`src/sv/mrrc_pkg.sv`:
```
// ----------------------------------------------------------------------------
// Modbus RTU response checker package
// Codes, field widths and the CRC-16 byte update shared by the block's files.
// ----------------------------------------------------------------------------
package mrrc_pkg;

  typedef logic [1:0] kind_t;
  typedef logic [2:0] status_t;

  localparam kind_t KIND_NONE  = 2'd0;
  localparam kind_t KIND_READ  = 2'd1;
  localparam kind_t KIND_WRITE = 2'd2;

  localparam status_t ST_OK           = 3'd0;
  localparam status_t ST_NOT_AWAITED  = 3'd1;
  localparam status_t ST_ADDR_MISMATCH = 3'd2;
  localparam status_t ST_FUNC_MISMATCH = 3'd3;
  localparam status_t ST_CRC_MISMATCH = 3'd4;
  localparam status_t ST_TOO_SHORT    = 3'd5;

  localparam logic RK_WORD   = 1'b0;
  localparam logic RK_STATUS = 1'b1;

  localparam logic CFG_SLAVE_ADDRESS = 1'b0;
  localparam logic CFG_EXPECTED_KIND = 1'b1;

  localparam int POS_W = 9;
  localparam logic [POS_W-1:0] POS_MAX = '1;

  localparam logic [15:0] CRC_INIT = 16'hFFFF;
  localparam logic [15:0] CRC_POLY = 16'hA001;
  localparam logic [7:0]  WRITE_FUNCTION = 8'd16;
  localparam logic [POS_W-1:0] WRITE_COVER = 9'd6;
  localparam logic [7:0]  ADDR_RESET = 8'd2;

  // One byte of reflected CRC-16, eight shift/xor steps.
  function automatic logic [15:0] crc_byte(input logic [15:0] crc, input logic [7:0] b);
    logic [15:0] c;
    c = crc ^ {8'h00, b};
    for (int k = 0; k < 8; k++) begin
      if (c[0]) begin
        c = (c >> 1) ^ CRC_POLY;
      end else begin
        c = c >> 1;
      end
    end
    return c;
  endfunction

endpackage

```
`src/sv/mrrc_if.sv`:
```
// ----------------------------------------------------------------------------
// Modbus RTU response checker channels
// Valid/ready channel for received bytes and for checker results.
// ----------------------------------------------------------------------------
interface mrrc_in_if;
  logic       valid;
  logic       ready;
  logic [7:0] rx_byte;
  logic       frame_end;

  modport source (output valid, output rx_byte, output frame_end, input ready);
  modport sink   (input valid, input rx_byte, input frame_end, output ready);
endinterface

interface mrrc_out_if;
  logic        valid;
  logic        ready;
  logic        result_kind;
  logic [15:0] word_value;
  logic [6:0]  word_index;
  logic [2:0]  frame_status;

  modport source (output valid, output result_kind, output word_value,
                  output word_index, output frame_status, input ready);
  modport sink   (input valid, input result_kind, input word_value,
                  input word_index, input frame_status, output ready);
endinterface

```
`src/sv/modbus_rtu_response_checker_unit.sv`:
```
// ----------------------------------------------------------------------------
// Modbus RTU response checker
// Byte-wise frame check with running CRC-16 and register word extraction.
// ----------------------------------------------------------------------------
// Usage:
//   in_ch carries one received UART byte per transfer, or an end marker
//   (frame_end high) when the line has gone idle; rx_byte is ignored then.
//   out_ch carries at most one result per input transfer: a register word
//   (read mode, once both bytes of a word are in) or a frame status at the
//   end marker. Words are only trustworthy if their frame's status is ok.
//   cfg_we/cfg_index/cfg_wdata set the slave address and the awaited kind;
//   write them only while no frame is in flight and the output is drained.
// Timing:
//   A result appears on out_ch the cycle after the input transfer that causes
//   it, through the result register. One byte is taken per cycle while the
//   output is not stalled: the CRC update is an eight-step xor network on one byte.
// Reset (rst_n low, synchronous): frame state cleared, CRC to 0xFFFF, slave
//   address 2, nothing awaited, output empty.
// Stall: while a result waits in the result register and out_ch.ready is low,
//   in_ch.ready drops; bytes that produce no result are still held back.
// ----------------------------------------------------------------------------
module modbus_rtu_response_checker_unit (
  input  logic       clk,
  input  logic       rst_n,
  mrrc_in_if.sink    in_ch,
  mrrc_out_if.source out_ch,
  input  logic       cfg_we,
  input  logic       cfg_index,
  input  logic [7:0] cfg_wdata
);

  // Configuration
  logic [7:0]      slave_addr_r;
  mrrc_pkg::kind_t kind_r;

  // Frame state
  logic [mrrc_pkg::POS_W-1:0] pos_r, pos_nxt;
  logic [15:0] crc_r, crc_nxt;
  logic [7:0]  count_r, count_nxt;
  logic [7:0]  hold_r, hold_nxt;
  logic [15:0] rx_crc_r, rx_crc_nxt;
  logic [1:0]  flags_r, flags_nxt;   // bit0 address mismatch, bit1 function mismatch

  // Result register
  logic        out_valid_r, out_valid_nxt;
  logic        out_kind_r, out_kind_nxt;
  logic [15:0] out_word_r, out_word_nxt;
  logic [6:0]  out_idx_r, out_idx_nxt;
  logic [2:0]  out_status_r, out_status_nxt;

  logic accept;
  logic emit;
  logic [mrrc_pkg::POS_W-1:0] cnt3;
  logic [mrrc_pkg::POS_W-1:0] cnt5;
  logic [mrrc_pkg::POS_W-1:0] pos_m4;
  logic [15:0] crc_upd;
  mrrc_pkg::status_t status;

  // Accept a new byte whenever the result register is free or being drained.
  assign in_ch.ready = !out_valid_r || out_ch.ready;
  assign accept      = in_ch.valid && in_ch.ready;

  assign cnt3    = {1'b0, count_r} + 9'd3;
  assign cnt5    = {1'b0, count_r} + 9'd5;
  assign pos_m4  = pos_r - 9'd4;
  assign crc_upd = mrrc_pkg::crc_byte(crc_r, in_ch.rx_byte);

  // Frame status at the end marker, in priority order.
  always_comb begin
    status = mrrc_pkg::ST_OK;
    if (kind_r != mrrc_pkg::KIND_READ && kind_r != mrrc_pkg::KIND_WRITE) begin
      status = mrrc_pkg::ST_NOT_AWAITED;
    end else if (pos_r == '0) begin
      status = mrrc_pkg::ST_TOO_SHORT;
    end else if (flags_r[0]) begin
      status = mrrc_pkg::ST_ADDR_MISMATCH;
    end else if (kind_r == mrrc_pkg::KIND_WRITE) begin
      if (pos_r < 9'd2) begin
        status = mrrc_pkg::ST_TOO_SHORT;
      end else if (flags_r[1]) begin
        status = mrrc_pkg::ST_FUNC_MISMATCH;
      end else if (pos_r < mrrc_pkg::WRITE_COVER + 9'd2) begin
        status = mrrc_pkg::ST_TOO_SHORT;
      end else if (crc_r != rx_crc_r) begin
        status = mrrc_pkg::ST_CRC_MISMATCH;
      end
    end else begin
      if (pos_r < 9'd3 || pos_r < cnt5) begin
        status = mrrc_pkg::ST_TOO_SHORT;
      end else if (crc_r != rx_crc_r) begin
        status = mrrc_pkg::ST_CRC_MISMATCH;
      end
    end
  end

  // Per-byte frame update and result formation.
  always_comb begin
    pos_nxt        = pos_r;
    crc_nxt        = crc_r;
    count_nxt      = count_r;
    hold_nxt       = hold_r;
    rx_crc_nxt     = rx_crc_r;
    flags_nxt      = flags_r;
    emit           = 1'b0;
    out_kind_nxt   = out_kind_r;
    out_word_nxt   = out_word_r;
    out_idx_nxt    = out_idx_r;
    out_status_nxt = out_status_r;

    if (accept) begin
      if (in_ch.frame_end) begin
        emit           = 1'b1;
        out_kind_nxt   = mrrc_pkg::RK_STATUS;
        out_word_nxt   = '0;
        out_idx_nxt    = '0;
        out_status_nxt = status;
        // Restart the frame.
        pos_nxt    = '0;
        crc_nxt    = mrrc_pkg::CRC_INIT;
        count_nxt  = '0;
        hold_nxt   = '0;
        rx_crc_nxt = '0;
        flags_nxt  = '0;
      end else begin
        if ((kind_r == mrrc_pkg::KIND_READ || kind_r == mrrc_pkg::KIND_WRITE)
            && pos_r == '0 && in_ch.rx_byte != slave_addr_r) begin
          flags_nxt[0] = 1'b1;
        end

        if (kind_r == mrrc_pkg::KIND_READ) begin
          if (pos_r == 9'd2) begin
            count_nxt = in_ch.rx_byte;
          end
          if (pos_r < 9'd3 || pos_r < cnt3) begin
            crc_nxt = crc_upd;
            if (pos_r >= 9'd3) begin
              if (pos_r[0]) begin
                // First byte of a word: hold it.
                hold_nxt = in_ch.rx_byte;
              end else begin
                emit           = 1'b1;
                out_kind_nxt   = mrrc_pkg::RK_WORD;
                out_word_nxt   = {hold_r, in_ch.rx_byte};
                out_idx_nxt    = pos_m4[7:1];
                out_status_nxt = mrrc_pkg::ST_OK;
              end
            end
          end else if (pos_r == cnt3) begin
            rx_crc_nxt[7:0] = in_ch.rx_byte;
          end else if (pos_r == cnt3 + 9'd1) begin
            rx_crc_nxt[15:8] = in_ch.rx_byte;
          end
        end else if (kind_r == mrrc_pkg::KIND_WRITE) begin
          if (pos_r == 9'd1 && in_ch.rx_byte != mrrc_pkg::WRITE_FUNCTION) begin
            flags_nxt[1] = 1'b1;
          end
          if (pos_r < mrrc_pkg::WRITE_COVER) begin
            crc_nxt = crc_upd;
          end else if (pos_r == mrrc_pkg::WRITE_COVER) begin
            rx_crc_nxt[7:0] = in_ch.rx_byte;
          end else if (pos_r == mrrc_pkg::WRITE_COVER + 9'd1) begin
            rx_crc_nxt[15:8] = in_ch.rx_byte;
          end
        end

        // Advance the position, saturating.
        if (pos_r != mrrc_pkg::POS_MAX) begin
          pos_nxt = pos_r + 9'd1;
        end
      end
    end

    out_valid_nxt = (out_valid_r && !out_ch.ready) || emit;
  end

  always_ff @(posedge clk) begin
    if (!rst_n) begin
      slave_addr_r <= mrrc_pkg::ADDR_RESET;
      kind_r       <= mrrc_pkg::KIND_NONE;
      pos_r        <= '0;
      crc_r        <= mrrc_pkg::CRC_INIT;
      count_r      <= '0;
      hold_r       <= '0;
      rx_crc_r     <= '0;
      flags_r      <= '0;
      out_valid_r  <= 1'b0;
    end else begin
      if (cfg_we) begin
        case (cfg_index)
          mrrc_pkg::CFG_SLAVE_ADDRESS: slave_addr_r <= cfg_wdata;
          mrrc_pkg::CFG_EXPECTED_KIND: kind_r       <= cfg_wdata[1:0];
          default: ;
        endcase
      end
      pos_r       <= pos_nxt;
      crc_r       <= crc_nxt;
      count_r     <= count_nxt;
      hold_r      <= hold_nxt;
      rx_crc_r    <= rx_crc_nxt;
      flags_r     <= flags_nxt;
      out_valid_r <= out_valid_nxt;
    end
  end

  // Payload of the result register: load on emit, hold otherwise.
  always_ff @(posedge clk) begin
    out_kind_r   <= out_kind_nxt;
    out_word_r   <= out_word_nxt;
    out_idx_r    <= out_idx_nxt;
    out_status_r <= out_status_nxt;
  end

  assign out_ch.valid        = out_valid_r;
  assign out_ch.result_kind  = out_kind_r;
  assign out_ch.word_value   = out_word_r;
  assign out_ch.word_index   = out_idx_r;
  assign out_ch.frame_status = out_status_r;

endmodule

```
`src/flat_wrapper.sv`:
```
// flat-port wrapper written by rule: the top's interface ports become plain ports
module modbus_rtu_response_checker_unit_flat 
  (clk, rst_n, cfg_we, cfg_index, cfg_wdata, in_ch_valid, in_ch_rx_byte, in_ch_frame_end, in_ch_ready, out_ch_valid, out_ch_result_kind, out_ch_word_value, out_ch_word_index, out_ch_frame_status, out_ch_ready);
  mrrc_in_if in_ch_i ();
  mrrc_out_if out_ch_i ();
  input  logic clk;
  input  logic rst_n;
  input  logic cfg_we;
  input  logic cfg_index;
  input  logic [7:0] cfg_wdata;
  input wire logic [$bits(in_ch_i.valid)-1:0] in_ch_valid;
  input wire logic [$bits(in_ch_i.rx_byte)-1:0] in_ch_rx_byte;
  input wire logic [$bits(in_ch_i.frame_end)-1:0] in_ch_frame_end;
  output wire logic [$bits(in_ch_i.ready)-1:0] in_ch_ready;
  output wire logic [$bits(out_ch_i.valid)-1:0] out_ch_valid;
  output wire logic [$bits(out_ch_i.result_kind)-1:0] out_ch_result_kind;
  output wire logic [$bits(out_ch_i.word_value)-1:0] out_ch_word_value;
  output wire logic [$bits(out_ch_i.word_index)-1:0] out_ch_word_index;
  output wire logic [$bits(out_ch_i.frame_status)-1:0] out_ch_frame_status;
  input wire logic [$bits(out_ch_i.ready)-1:0] out_ch_ready;
  assign in_ch_i.valid = in_ch_valid;
  assign in_ch_i.rx_byte = in_ch_rx_byte;
  assign in_ch_i.frame_end = in_ch_frame_end;
  assign in_ch_ready = in_ch_i.ready;
  assign out_ch_valid = out_ch_i.valid;
  assign out_ch_result_kind = out_ch_i.result_kind;
  assign out_ch_word_value = out_ch_i.word_value;
  assign out_ch_word_index = out_ch_i.word_index;
  assign out_ch_frame_status = out_ch_i.frame_status;
  assign out_ch_i.ready = out_ch_ready;
  modbus_rtu_response_checker_unit u_core (.clk(clk), .rst_n(rst_n), .in_ch(in_ch_i), .out_ch(out_ch_i), .cfg_we(cfg_we), .cfg_index(cfg_index), .cfg_wdata(cfg_wdata));
endmodule
```
`config.mk`:
```
export PLATFORM = sky130hd
export DESIGN_NAME = modbus_rtu_response_checker_unit_flat
export DESIGN_NICKNAME = d
export VERILOG_FILES = /design/src/sv/mrrc_pkg.sv /design/src/sv/mrrc_if.sv /design/src/sv/modbus_rtu_response_checker_unit.sv /design/src/flat_wrapper.sv
export SDC_FILE = /design/constraint.sdc
export NUM_CORES = 1
export LEC_CHECK = 0
export BUFFER_PORTS_ARGS = -buffer_cell sky130_fd_sc_hd__buf_2
export CELL_PAD_IN_SITES_DETAIL_PLACEMENT = 1
export CELL_PAD_IN_SITES_GLOBAL_PLACEMENT = 2
export CORE_UTILIZATION = 34
export DETAILED_ROUTE_END_ITERATION = 8
export PLACE_DENSITY = 0.81
export SYNTH_ARGS = -nofsm -noshare
export SYNTH_HDL_FRONTEND = slang
export SYNTH_SLANG_ARGS = --single-unit
```
`constraint.sdc`:
```
create_clock -name clk -period 3.6 [get_ports clk]
set_input_delay 0.9 -clock clk [delete_from_list [all_inputs] [get_ports clk]]
set_output_delay 0.9 -clock clk [all_outputs]
set_load 0.005 [all_outputs]
```
==> results.md, run 1 <==
* PnR worst setup slack at 0.2587 ns
* Main combinational cell family by area after synthesis: simple AND/OR/NAND/NOR gates
* Area leader, netlist: dfxtp_1
* GRT Residual Overflow at 0
* Crit path DAT at roughly 3.6 ns
* Post-DP HPWL at 11840 um
* CTS tree: yes
* Max cap viols at 0
* Max Clk Rate at 0.2993 GHz
* Post-Route WL at 15600 um
* Die width at around 130 um
* Most numerous cell in the Yosys netlist: dfxtp_1
* Met1 usage at 25.49%
* Postcts setup bufs at 0
* P_leak at about 0.0024 uW
* Hold crit path type: register to register
* Final setup vio count at 0
* Post_cts resized at 0
* CTS Hold Bufs at 0
* DRC Markers at 0
* Startpoint Class: register
* IO Pins at 52
* Vias in the first global route at 4515
* Via-to-Cell Ratio at approximately 5.1
* Slew Viols, Final at 0
* CTS buffer count at 9
* CTS max path bufs at 2
* Clock skew at roughly 0.0084 ns
* Top cells by area, synth: dfxtp_1 25%, edfxtp_1 15%, xnor2_1 7.3%
* CP endpoint kind: register
* Post-synthesis xor/xnor area fraction at about 13%
* Count of input and output buffers at between 50 and 60
* Final cycle utilization of the critical path at between 90% and 100%
* Asr flop ratio synth at 0%
* Clock slew at reported path FFs at 0.08 ns
* Antenna violations before repair at 0
* Synth Cell Area at 5547 um2
* Worst-Skew Late Latency at 0.35 ns
* Max VDD drop at 0.0002352 V
* Antenna viol nets, final at 0
* Met2 Use GR at 32.24%
* Ys flop type: dfxtp_1
* Rel. slew slack at 57.20%
* Status: completed
* GRT Overall Usage at 19.38%
* Syn_nets at 655
* Via count at 4468
* Crit-path max FO at 9
* GR Util met3 at under 10%
* Root Driver: clkbuf_16
* Height of the chip at approximately 130 um
* Post-Synth Adder-Cell Area at 7.219%
* Total clock sinks at a little under 100
* Reg2reg start: u_core.count_r[0]
* Core Area at 15890 um2
* CP endpoint: u_core.crc_r[14]
* First-pass GRT wire length at between 20000 and 25000 um
* WS Path Type: register to register
* Hold Violations, Final at 0
* Flop-to-flop setup slack at 0.26 ns
* Worst path required time at 3.87 ns
* Fill cells at 1884
* Yosys cell types at 59
* Yosys Warn Count at 0
* Mean Syn Cell Area at 9.244 um2
* Worst R2R End: u_core.crc_r[14]
* DR iter-0 viols at approximately 310
* Busiest grt layer: met2
* Post-synthesis compound-gate area fraction at 13.11%
* Largest net degree at the start of global routing at 35
* Router iterations before antenna repair at 4
* Worst Max-Slew Pin Slew at between 0.6 and 0.7 ns
* P&R area growth vs syn at 15.41%
* DR WL/cell at around 18 um
* Fin crit period at 3.341 ns
* Share of cells above drive strength 1 at around 15%
* H-tree depth at 3
* Pwr Density at a little under 400 nW/um2
* Depth of the most critical reg-to-reg path at 13
* # diodes at 0
* Final nets at approximately 700
* Synth top area share at around 25%
* Setup TNS at 0 ns
* Starting Density at 34.92%
* Die Area at 16830 um2
* Sequential area share after synthesis at 39.88%
* Syn Inst Count at 600
* Post-synth EDFFs at 27
* Mux cell area share after synthesis at under 10%
* Crit path launch: u_core.count_r[0]
* Flops & latches, synth at 97
* Placement Setup Slack at 0.1588 ns
* Final Wtd Congestion at 0.8614
* Synth Area in Simple Gates at 20.55%
* Row count at 46
* Commonest cells in the netlist: 70 x dfxtp_1, 54 x nand2_1, 46 x xnor2_1
[layer usage]
layer  part of all wire, %  vias to the layer above
li1                      -                     2193
met1                    48                     2175
met2                    47                       86
met3                   3.8                       14
met4                   1.4                        0
met5                     0                        -
[kinds of logic (layout without fill, tap and decap cells)]
group | after synthesis | in the layout
XOR/XNOR | 78 | 78
multiplexers | 16 | 16
adder cells (fa/ha/maj) | 32 | 32
AO/OA/AOI/OAI | 106 | 106
flip-flops | 97 | 97
AND/OR/NAND/NOR | 225 | 225
buffers and inverters | 46 | 99
[layout by cell type, fill, tap and decap left out, types with 5 or more instances in the layout]
cell / Yosys / layout
xnor2_1: 46 / 46
buf_4: 0 / 17
nor3_1: 20 / 20
inv_1: 14 / 14
xor2_1: 29 / 29
dfxtp_1: 70 / 70
a31oi_1: 6 / 6
a21boi_1: 8 / 8
mux2i_1: 16 / 16
edfxtp_1: 27 / 27
o21a_1: 7 / 7
nand4_1: 9 / 9
ha_1: 32 / 32
and3_1: 5 / 5
o21ai_0: 21 / 21
a21boi_0: 11 / 11
buf_2: 6 / 51
o21ai_1: 11 / 11
a21oi_1: 14 / 13
clkbuf_16: 0 / 9
nor4_1: 5 / 5
nor2b_1: 40 / 40
nand3_1: 23 / 23
nand2_1: 54 / 54
nor2_1: 44 / 44
[through the flow]
stage / total power [uW] / hold WS [ns] / util, % / cell area, um2 / cells
floorplan: 1410 / 0.4305 / - / 5547 / 600
finish: 2511 / 0.4509 / 40.30 / 6401 / 869
detailed placement: 1517 / 0.4421 / 38.30 / 6085 / 853
global placement: 1508 / 0.4395 / 38.30 / 6085 / 853
CTS: 2537 / 0.4523 / 40.26 / 6396 / 869
global route: 2608 / 0.4762 / 40.30 / 6401 / 869
[critical path: stages, from the launching register on]
cell	delay, ns
dfxtp_1	0.33
inv_1	0.07
ha_1	0.28
nand4b_1	0.29
xor2_1	0.21
ha_1	0.34
a2111oi_0	0.46
a211o_1	0.18
and2_1	0.15
o21ai_0	0.15
a21oi_2	0.33
buf_4	0.22
nor2_1	0.05
o21ai_0	0.19
[layout make-up]
class	instances	area (um2)	share of cell area, %
clock buffers	9	225.2	3.518
clock inverters	7	86.33	1.349
inverters	14	52.55	0.8210
multi-input cells	457	3152	49.24
flip-flops and latches	97	2212	34.56
well taps	216	270.3	4.222
repair buffers	69	402.9	6.294
[registers in the layout, summed over array words and instances (netlist names), 2 cells and up]
register,count
u_core.pos_r,9
u_core.flags_r,2
u_core.kind_r,2
u_core.rx_crc_r,16
u_core.out_ch.word_index,7
u_core.out_ch.frame_status,3
u_core.slave_addr_r,8
u_core.count_r,8
u_core.hold_r,8
u_core.out_ch.word_value,16
u_core.crc_r,16
[report_power, final]
part | internal [uW] | switching (uW)
Clock | 553 | 467
Combinational | 130 | 179
Sequential | 1160 | 26.0
[worst min-delay path by stage]
stage / cells past startpoint / slack (ns) / endpoint / start
after floorplan: 2 / 0.43 / u_core.hold_r[0] / u_core.hold_r[0]
after global placement: 2 / 0.44 / u_core.hold_r[7] / u_core.hold_r[7]
after detailed placement: 2 / 0.44 / u_core.hold_r[6] / u_core.hold_r[6]
after CTS: 2 / 0.45 / u_core.hold_r[6] / u_core.hold_r[6]
after global routing: 2 / 0.48 / u_core.hold_r[0] / u_core.hold_r[0]
final: 2 / 0.45 / u_core.hold_r[6] / u_core.hold_r[6]
No activity file was read; power rests on OpenSTA's default activity.
==> inputs of run 2 (changes only) <==
Settings changed: CELL_PAD_IN_SITES_DETAIL_PLACEMENT 1 to 0, CELL_PAD_IN_SITES_GLOBAL_PLACEMENT 2 to 1, CORE_UTILIZATION 34 to 42, PLACE_DENSITY 0.81 to 0.82, REMOVE_ABC_BUFFERS set to 1, SETUP_SLACK_MARGIN set to 0.2.
==> run 2 against run 1 <==
First-iteration DRC count shrank 11%; global-route usage is 1.5 points higher; clock skew rose by 0.0072 ns; final cell count is 4.9% lower; sequential cell count unchanged; combinational power hardly changed; count of clock-buffer cells in the layout did not move; critical path type unchanged; highest routed layer unchanged.
==> results.md, run 2 (same netlist as run 1, synthesis figures left out) <==
* Status: completed
* First-pass GRT wire length at 21560 um (-12%)
* Most common cell after layout, fill and taps aside: dfxtp_1
* H-tree depth at 3 (unchanged)
* Die Area at 13670 um2 (-19%)
* Via count at 4452 (-0.36%)
* Antenna violations before repair at 0 (unchanged)
* Clock skew at 0.01564 ns (+0.007246 ns)
* Die width at 116.9 um (-9.9%)
* Final Wtd Congestion at 0.8802 (+2.2%)
* Fin crit period at 3.207 ns (-0.1341 ns)
* Post-DP HPWL at 9676 um (-18%)
* Unrepaired setup endpoints after global routing: yes
* # diodes at 0 (unchanged)
* Setup TNS at 0 ns (unchanged)
* P&R area growth vs syn at 15.11%
* Commonest cells after routing, fill and taps aside: 69 x dfxtp_1, 54 x nand2_1, 51 x buf_2, 46 x xnor2_1, 44 x nor2_1
* GRT Overall Usage at 20.87% (+1.5 points)
* Final setup vio count at 0 (unchanged)
* CP endpoint kind: register
* CTS Hold Bufs at 0 (unchanged)
* Crit-path max FO at 8 (-1)
* Hold Violations, Final at 0 (unchanged)
* Largest net degree at the start of global routing at 41 (+17%)
* Row count at 41 (-11%)
* DR iter-0 viols at 278 (-11%)
* Fill cells at 1242 (-34%)
* DR WL/cell at 16.40 um (-8.7%)
* FF/Latch Area at 2213 um2 (about the same)
* CTS tree: yes
* P_leak at 0.002459 uW (+0.70%)
* Max cap viols at 0 (unchanged)
* CTS max path bufs at 2 (unchanged)
* Core Util, Final at 50.19% (+9.9 points)
* Height of the chip at 116.9 um (-9.9%)
* Hold crit path type: register to register
* Pwr Density at 391.6 nW/um2 (-0.17%)
* Final nets at 704 (+0.14%)
* Clock slew at reported path FFs at 0.08 ns (about the same)
* CTS buffer count at 9 (unchanged)
* Crit path largest cell delay at 0.40 ns (-0.06 ns)
* Worst-Skew Late Latency at 0.36 ns (about the same)
* WS Path Type: register to register
* Crit-path cells: inv_1 -> ha_1 -> nand4b_1 -> xor2_1 -> ha_1 -> o21a_1 -> o211ai_1 -> a211o_1 -> and2_1 -> o32a_1 -> a31o_4 -> mux2i_1 -> nor2b_1
* Startpoint Class: register
* Multi-input logic area at 3179 um2 (+0.87%)
* Crit path DAT at 3.46 ns (-0.15 ns)
* CP Buf/Inv Count at 1 (-1)
* DRC Markers at 0 (unchanged)
* Starting Density at 43.60% (+8.7 points)
* Rel. slew slack at 56.25% (-0.95 points)
* Worst path required time at 3.85 ns (-0.02 ns)
* GRT Residual Overflow at 0 (unchanged)
* Vias in the first global route at 4201 (-7.0%)
* IO Pins at 52 (unchanged)
* CP max-delay cell: o32a_1
* Most Frequent Cell on Critical Path: ha_1
* Slew Viols, Final at 0 (unchanged)
* Root Driver: clkbuf_16
* Final cycle utilization of the critical path at 89.09% (-3.7 points)
* Worst Max-Slew Pin Slew at 0.6519 ns (+0.01416 ns)
* CP top delay family: compound AO/OA/AOI/OAI gates
* Share of cells above drive strength 1 at 15.44% (+0.74 points)
* Total clock sinks at 97 (unchanged)
* Router iterations before antenna repair at 4 (unchanged)
* Antenna viol nets, final at 0 (unchanged)
* Post-Route WL at 13540 um (-13%)
* Max VDD drop at 0.0002796 V (+19%)
* Count of input and output buffers at 51 (unchanged)
* Core Area at 12720 um2 (-20%)
* Via-to-Cell Ratio at 5.390 (+4.8%)
* Max Clk Rate at 0.3118 GHz (+4.2%)
[run 2: worst paths after layout]
path / startpoint / endpoint / slack [ns] / depth (start not counted)
setup / recovery: u_core.count_r[0] / u_core.rx_crc_r[3] / 0.39 / 13
hold / removal: u_core.hold_r[6] / u_core.hold_r[6] / 0.46 / 2
hold reg to reg: u_core.hold_r[6] / u_core.hold_r[6] / 0.46 / 2
setup reg to reg: u_core.count_r[0] / u_core.rx_crc_r[3] / 0.39 / 13
[run 2: stage by stage]
step           area, um2  instances  worst slack (ns)  total power [uW]  hold slack [ns]
2_1_floorplan       5411        568           0.05561              1391           0.4305
3_3_place_gp        6007        806            0.4199              1502           0.4398
3_5_place_dp        6007        806            0.2514              1508           0.4457
4_1_cts             6316        822            0.2555              2506           0.4568
5_1_grt             6385        826            0.1514              2601           0.4751
6_report            6385        826            0.3928              2500           0.4559
[run 2: per-layer routing]
layer | wire [um] | vias to the layer above | part of all wire [%] | GRT usage [%]
li1 | - | 2201 | - | -
met1 | 6366 | 2091 | 47 | 27.94
met2 | 6154 | 128 | 45 | 32.62
met3 | 625 | 32 | 4.6 | 3.913
met4 | 397 | 0 | 2.9 | 9.789
met5 | 0 | - | 0 | 0
[run 2: timing repair]
item | 4_1_cts | 5_1_grt
setup endpoints to repair | 0 | 32
hold endpoints to repair | 0 | 0
buffers inserted | 0 | 3
gates resized for setup | 0 | 10
[run 2: layout make-up]
type	count	share of cell area (%)
well taps	172	3.371
repair buffers	69	6.506
inverters	14	0.8230
clock inverters	7	1.313
clock buffers	9	3.527
flip-flops and latches	97	34.67
multi-input cells	458	49.79
[run 2: worst register-to-register path: cells and delay by family, from the launching register on]
kind            cells  cell delay [ns]
compound gates      5             1.16
xor+xnor            1             0.21
fa+ha+maj           2             0.66
buf+inv             1             0.07
flops               1             0.33
mux                 1             0.18
simple gates        3             0.51
[run 2: where the power goes]
group          internal, uW  switching, uW  leakage [uW]  total (uW)
clock                   554            454      0.000154        1010
combinational           134            177       0.00148         311
sequential             1160           26.1      0.000827        1180
total                  1840            657       0.00246        2500
